### config.mk
export PLATFORM = sky130hd
export DESIGN_NAME = fpsq_cell
export DESIGN_NICKNAME = d
export VERILOG_FILES = /design/src/rtl/fpsq_pkg.sv /design/src/rtl/fpsq_cell.sv
export SDC_FILE = /design/constraint.sdc
export NUM_CORES = 1
export LEC_CHECK = 0
export ABC_CLOCK_PERIOD_IN_PS = 4100
export BUFFER_PORTS_ARGS = -buffer_cell sky130_fd_sc_hd__buf_2
export CAP_MARGIN = 0
export CORE_AREA = 5 5 125 127
export DETAILED_ROUTE_END_ITERATION = 6
export DIE_AREA = 0 0 130 132
export PLACE_DENSITY = 0.75
export SYNTH_ARGS = -nofsm -noshare
export SYNTH_HDL_FRONTEND = slang
export SYNTH_SLANG_ARGS = --single-unit
### constraint.sdc
create_clock -name aclk -period 4.1 [get_ports aclk]
set_input_delay 1.025 -clock aclk [delete_from_list [all_inputs] [get_ports aclk]]
set_output_delay 1.025 -clock aclk [all_outputs]
set_load 0.1 [all_outputs]
### src/rtl/fpsq_pkg.sv
`timescale 1ns / 1ps
`default_nettype none

package fpsq_pkg;

    localparam int DATA_WIDTH_DEF = 32;

    localparam int SHIFT_W = 6;

    localparam logic [SHIFT_W-1:0] FRAC_SHIFT_RESET = SHIFT_W'(16);

    typedef struct packed {
        logic valid;
        logic zero;
    } fpsq_ctrl_t;

endpackage

`default_nettype wire

### src/rtl/fpsq_cell.sv
`timescale 1ns / 1ps
`default_nettype none

module fpsq_cell #(
    parameter int DATA_WIDTH = fpsq_pkg::DATA_WIDTH_DEF
) (
    input  wire logic                     aclk,
    input  wire logic                     aresetn,
    input  wire logic                     advance,
    input  wire fpsq_pkg::fpsq_ctrl_t     ctrl_in,
    input  wire logic [2*DATA_WIDTH-1:0]  rad_in,
    input  wire logic [DATA_WIDTH+1:0]    rem_in,
    input  wire logic [DATA_WIDTH-1:0]    q_in,
    output fpsq_pkg::fpsq_ctrl_t          ctrl_out,
    output logic [2*DATA_WIDTH-1:0]       rad_out,
    output logic [DATA_WIDTH+1:0]         rem_out,
    output logic [DATA_WIDTH-1:0]         q_out
);

    fpsq_pkg::fpsq_ctrl_t          ctrl_reg;
    logic [2*DATA_WIDTH-1:0]       rad_reg;
    logic [DATA_WIDTH+1:0]         rem_reg;
    logic [DATA_WIDTH-1:0]         q_reg;

    logic [DATA_WIDTH+1:0]         rem_shift;
    logic [DATA_WIDTH+1:0]         trial;
    logic                          take;
    logic [2*DATA_WIDTH-1:0]       rad_next;
    logic [DATA_WIDTH+1:0]         rem_next;
    logic [DATA_WIDTH-1:0]         q_next;

    // bring down the next radicand digit pair and try the next root bit
    assign rem_shift = {rem_in[DATA_WIDTH-1:0], rad_in[2*DATA_WIDTH-1 -: 2]};
    assign trial     = {q_in, 2'b01};
    assign take      = (rem_shift >= trial);
    assign rem_next  = take ? (rem_shift - trial) : rem_shift;
    assign q_next    = {q_in[DATA_WIDTH-2:0], take};
    assign rad_next  = {rad_in[2*DATA_WIDTH-3:0], 2'b00};

    always_ff @(posedge aclk) begin
        if (!aresetn) begin
            ctrl_reg <= '0;
        end else if (advance) begin
            ctrl_reg <= ctrl_in;
        end
    end

    always_ff @(posedge aclk) begin
        if (advance) begin
            rad_reg <= rad_next;
            rem_reg <= rem_next;
            q_reg   <= q_next;
        end
    end

    assign ctrl_out = ctrl_reg;
    assign rad_out  = rad_reg;
    assign rem_out  = rem_reg;
    assign q_out    = q_reg;

endmodule

`default_nettype wire

# After elaboration in Yosys (flattened, before gate mapping)

Index checks and enable logic that the tools add are counted.

Word-level logic and storage cells: 8
Output and inout bits: 132
Register bits: 130

Magnitude comparators: 1
Muxes and demuxes: 1
Add/sub/neg operators: 1

Operator list:

| cell             | count |
|---|---|
| $ge A34 B34 Y1   | 1 |
| $mux W34         | 1 |
| $sub A34 B34 Y34 | 1 |

# Depth between registers and ports, before layout

Depth after elaboration: 2
Depth in mapped cells: 12

# Worst setup path before layout

OpenSTA, ideal clock, no wires.

Kind: input port to flip-flop
Start point: in q_in[9]
End point: reg rem_reg[9], in the netlist rem_out[9], data pin
Data arrival time: 2964 ps
Setup time: 254 ps
Stages: 11
Required time: 3846 ps
Path slack: 882 ps
Path buffers: 1
Cell sequence: inv_1 > ha_1 > a211o_1 > a21oi_2 > o211ai_1 > a221oi_2 > nor2_1 > a21oi_4 > buf_4 > nor3b_1 > a21o_1

Word-level cells in the longest chain between the ends: 2

Ends and longest elaborated chain:

| item                   | RTL line        | RTL |
|---|---|---|
| start: declaration     | fpsq_cell.sv:13 | `input wire logic [DATA_WIDTH-1:0] q_in,` |
| $ge A34 B34 Y1         | fpsq_cell.sv:35 | `assign take = (rem_shift >= trial);` |
| $mux W34               | fpsq_cell.sv:36 | `assign rem_next = take ? (rem_shift - trial) : rem_shift;` |
| via rem_next[9]        | fpsq_cell.sv:29 | `logic [DATA_WIDTH+1:0] rem_next;` |
| end signal: assignment | fpsq_cell.sv:51 | `rem_reg <= rem_next;` |
| end: declaration       | fpsq_cell.sv:22 | `logic [DATA_WIDTH+1:0] rem_reg;` |

The timed path passes the listed nets, and every way through them passes these cells.
A chain may end at the register's enable or synchronous reset.

# Worst setup path in the final report

Start point: in rem_in[9]
End point: reg rem_reg[9], in the netlist rem_out[9], data pin

Word-level cells in the longest chain between the ends: 2

Ends and longest elaborated chain:

| item               | RTL line        | RTL |
|---|---|---|
| start: declaration | fpsq_cell.sv:12 | `input wire logic [DATA_WIDTH+1:0] rem_in,` |
| $ge A34 B34 Y1     | fpsq_cell.sv:35 |  |
| $mux W34           | fpsq_cell.sv:36 |  |
| via rem_next[9]    | fpsq_cell.sv:29 |  |

The timed path passes the listed nets, and every way through them passes these cells.

==> reports/qor.yml <==
clocking:
  h-tree-depth: 4
  ctsHoldBuffers: 0
  cts_buffer_depth: 2
  clkTransAtPathRegs_ns: 0.06
  postCtsSetupBuffers: 0
  cts_tree: "yes"
  cts_made_buffers: 17
  cts_resized: 0
  cts-root-buf: "clkbuf_16"
  clock_latency_ns: 0.41
  cts_num_sinks: 130
yosys:
  avgSynthCellArea_sq_um: 12.21
  synth_cell_types: 56
  synth_edf_count: 128
  synth_area_leaders: "edfxtp_1 61%, ha_1 6.7%, o21ai_0 3.6%, nand2_1 3.0%, inv_1 2.7%"
  netlist_area_sq_mm: 0.006324
  ys_seq_elements: 130
  synth_top_area_cell: "edfxtp_1"
  synth_cells: 518
  yosysSeqAreaShare: 0.6142
  synth_flop_cell: "edfxtp_1"
  synthArstFlopShare: 0
  yosys_warnings: 0
  synth_top_cell_area_share: 0.6078
place:
  dp_hpwl_mm: 13.65
  post-place-ws_ns: 0.3187
  place.gp.congestion: 0.8581
  place_area_sq_mm: 0.007894
  placed_cells_incl_taps: 959
  io_buffers: 262
critical_path:
  max_stage_delay_ns: 0.38
  critPathArrivalTime_ns: 3.48
  critical-path-slowest-cell: "a21oi_4"
  end_kind: "flip-flop"
  critical_path_required_ns: 4.26
  crit_buf_inv: 2
  start_kind: "input port"
  rrSetupSlack_ns: 3.44
  crit_type: "input port to flip-flop"
  cp_top_family: "compound AO/OA/AOI/OAI gates"
  crit_chain: "buf_2 > ha_1 > a211o_1 > a21oi_2 > o211ai_1 > a221oi_2 > nor2_1 > a21oi_4 > buf_12 > nor3b_1 > a21o_1"
  path_max_fanout: 24
floorplanning:
  core_region_area_sq_mm: 0.01431
  die-area_sq_mm: 0.01716
  rows: 44
  die_x_microns: 130
  ios: 267
  die_y_microns: 132
  initial_core_util: 0.4418
power:
  peakVddDrop_mv: 0.3099
  p_per_area_mw_per_mm2: 553.9
  leakage_nw: 3.820
timing:
  relSlewSlack: 0.5058
  setup_ws_ns: 0.7811
  worst_pin_slew_ns: 0.7413
  drv_slew: 0
  hold_viol_final: 0
  fin_crit_ns: 3.319
  fin_setup_tns_ns: 0
  setup_violations: 0
  max_freq_mhz: 301.3
  skew_ns: 0
  grt_setup_unrepaired: "false"
  whs_ns: 0.5382
  period_share: 0.8095
grt:
  grt_usage: 0.1938
  grt_overflow: 0
  grt_pass1_wl_mm: 25.45
  grt_max_degree: 82
  first_global_vias: 4786
  grt_antenna_before_repair: 0
cells_and_area:
  final_cell_mix: "261 x buf_2, 128 x edfxtp_1, 50 x nand2_1"
  area_growth_pct: 34.05
  layout.nets: 963
  design_area_sq_mm: 0.008477
  diodes: 0
  drive_gt1_frac: 0.3859
  fillCellCount: 1206
  layout.cells.non_filler: 990
  final_common_cell: "buf_2"
detailed_routing:
  routedWlPerCell_microns: 17.28
  drc_errors: 0
  drtPass1Iterations: 5
  vias_per_cell: 5.104
  wl_mm: 17.11
  num_vias: 5053
  drtAntennaViolNets: 0
  drtIter0Drc: 226
status:
  status: "complete, no violations"
flow_run:
  maxCapViolCount: 0
min_path:
  hp-class: "flip-flop to flip-flop"
-- stage by stage --
stage,total power (W),util
6_report,0.004695,0.5922
5_1_grt,0.004884,0.5922
4_1_cts,0.004742,0.5922
3_5_place_dp,0.003251,0.5515
3_3_place_gp,0.003237,0.5515
2_1_floorplan,0.002936,-
-- kinds of logic (layout without fill, tap and decap cells) --
logic type | after synthesis | after routing | share of synthesized area
DFF | 130 | 130 | 0.6142
and+or+nand+nor | 123 | 123 | 0.09043
AOI/OAI and AO/OA | 140 | 140 | 0.1454
other | 1 | 2 | 0.0005930
buffers and inverters | 59 | 346 | 0.03799
muxes | 4 | 4 | 0.006727
adders and majority gates | 34 | 34 | 0.06727
xor gates and xnor gates | 27 | 27 | 0.03740
-- area by class of cell --
cell class	instances	area [sq um]	share of cell area
flip-flops and latches	130	3884	0.4582
multi-input cells	330	2203	0.2599
repair buffers	268	1400	0.1652
clock buffers	17	425.4	0.05018
well taps	184	230.2	0.02716
inverters	47	176.4	0.02081
clock inverters	14	157.7	0.01860
-- state kept, by name (all words and copies together) (netlist names) --
name	flops
rad_out	62
q_out	32
rem_out	34
ctrl_out	2
-- worst paths after layout --
kind	startpoint	end	cells after the start
max	rem_in[9]	rem_out[9]$_DFFE_PP_	11
min	ctrl_out[0]$_SDFFE_PN0P_	ctrl_out[0]$_SDFFE_PN0P_	2
max reg2reg	ctrl_out[1]$_SDFFE_PN0P_	ctrl_out[1]$_SDFFE_PN0P_	2
min reg2reg	ctrl_out[0]$_SDFFE_PN0P_	ctrl_out[0]$_SDFFE_PN0P_	2
-- Yosys cell counts, drive strengths merged (7+ instances only) --
master,count
a21oi,37
xnor2,17
a21o,11
inv,47
nand3,10
nor2,24
ha,34
edfxtp,128
xor2,10
nor3,8
nand2,50
o21bai,7
buf,7
o21ai,46
nand4,8
-- tightest hold or removal path, stage by stage (launching register included) --
cell	delay [ns]
dfxtp_1	0.32
mux2i_1	0.07
nor2b_1	0.11
-- metal layers --
| layer | up-vias | global-route usage | wire, microns |
|---|---|---|---|
| li1 | 2486 | - | - |
| met1 | 2367 | 0.2241 | 6529 |
| met2 | 180 | 0.3358 | 8652 |
| met3 | 20 | 0.05997 | 1563 |
| met4 | 0 | 0.07044 | 359 |
| met5 | - | 0 | 0 |
-- where the power goes --
| part | switching (W) | internal, W | leakage, nW |
|---|---|---|---|
| registers | 0.0000273 | 0.00161 | 1.27 |
| logic | 0.00128 | 0.000301 | 2.27 |
| clock network | 0.000576 | 0.000901 | 0.282 |
(Power assumes the default switching activity.)
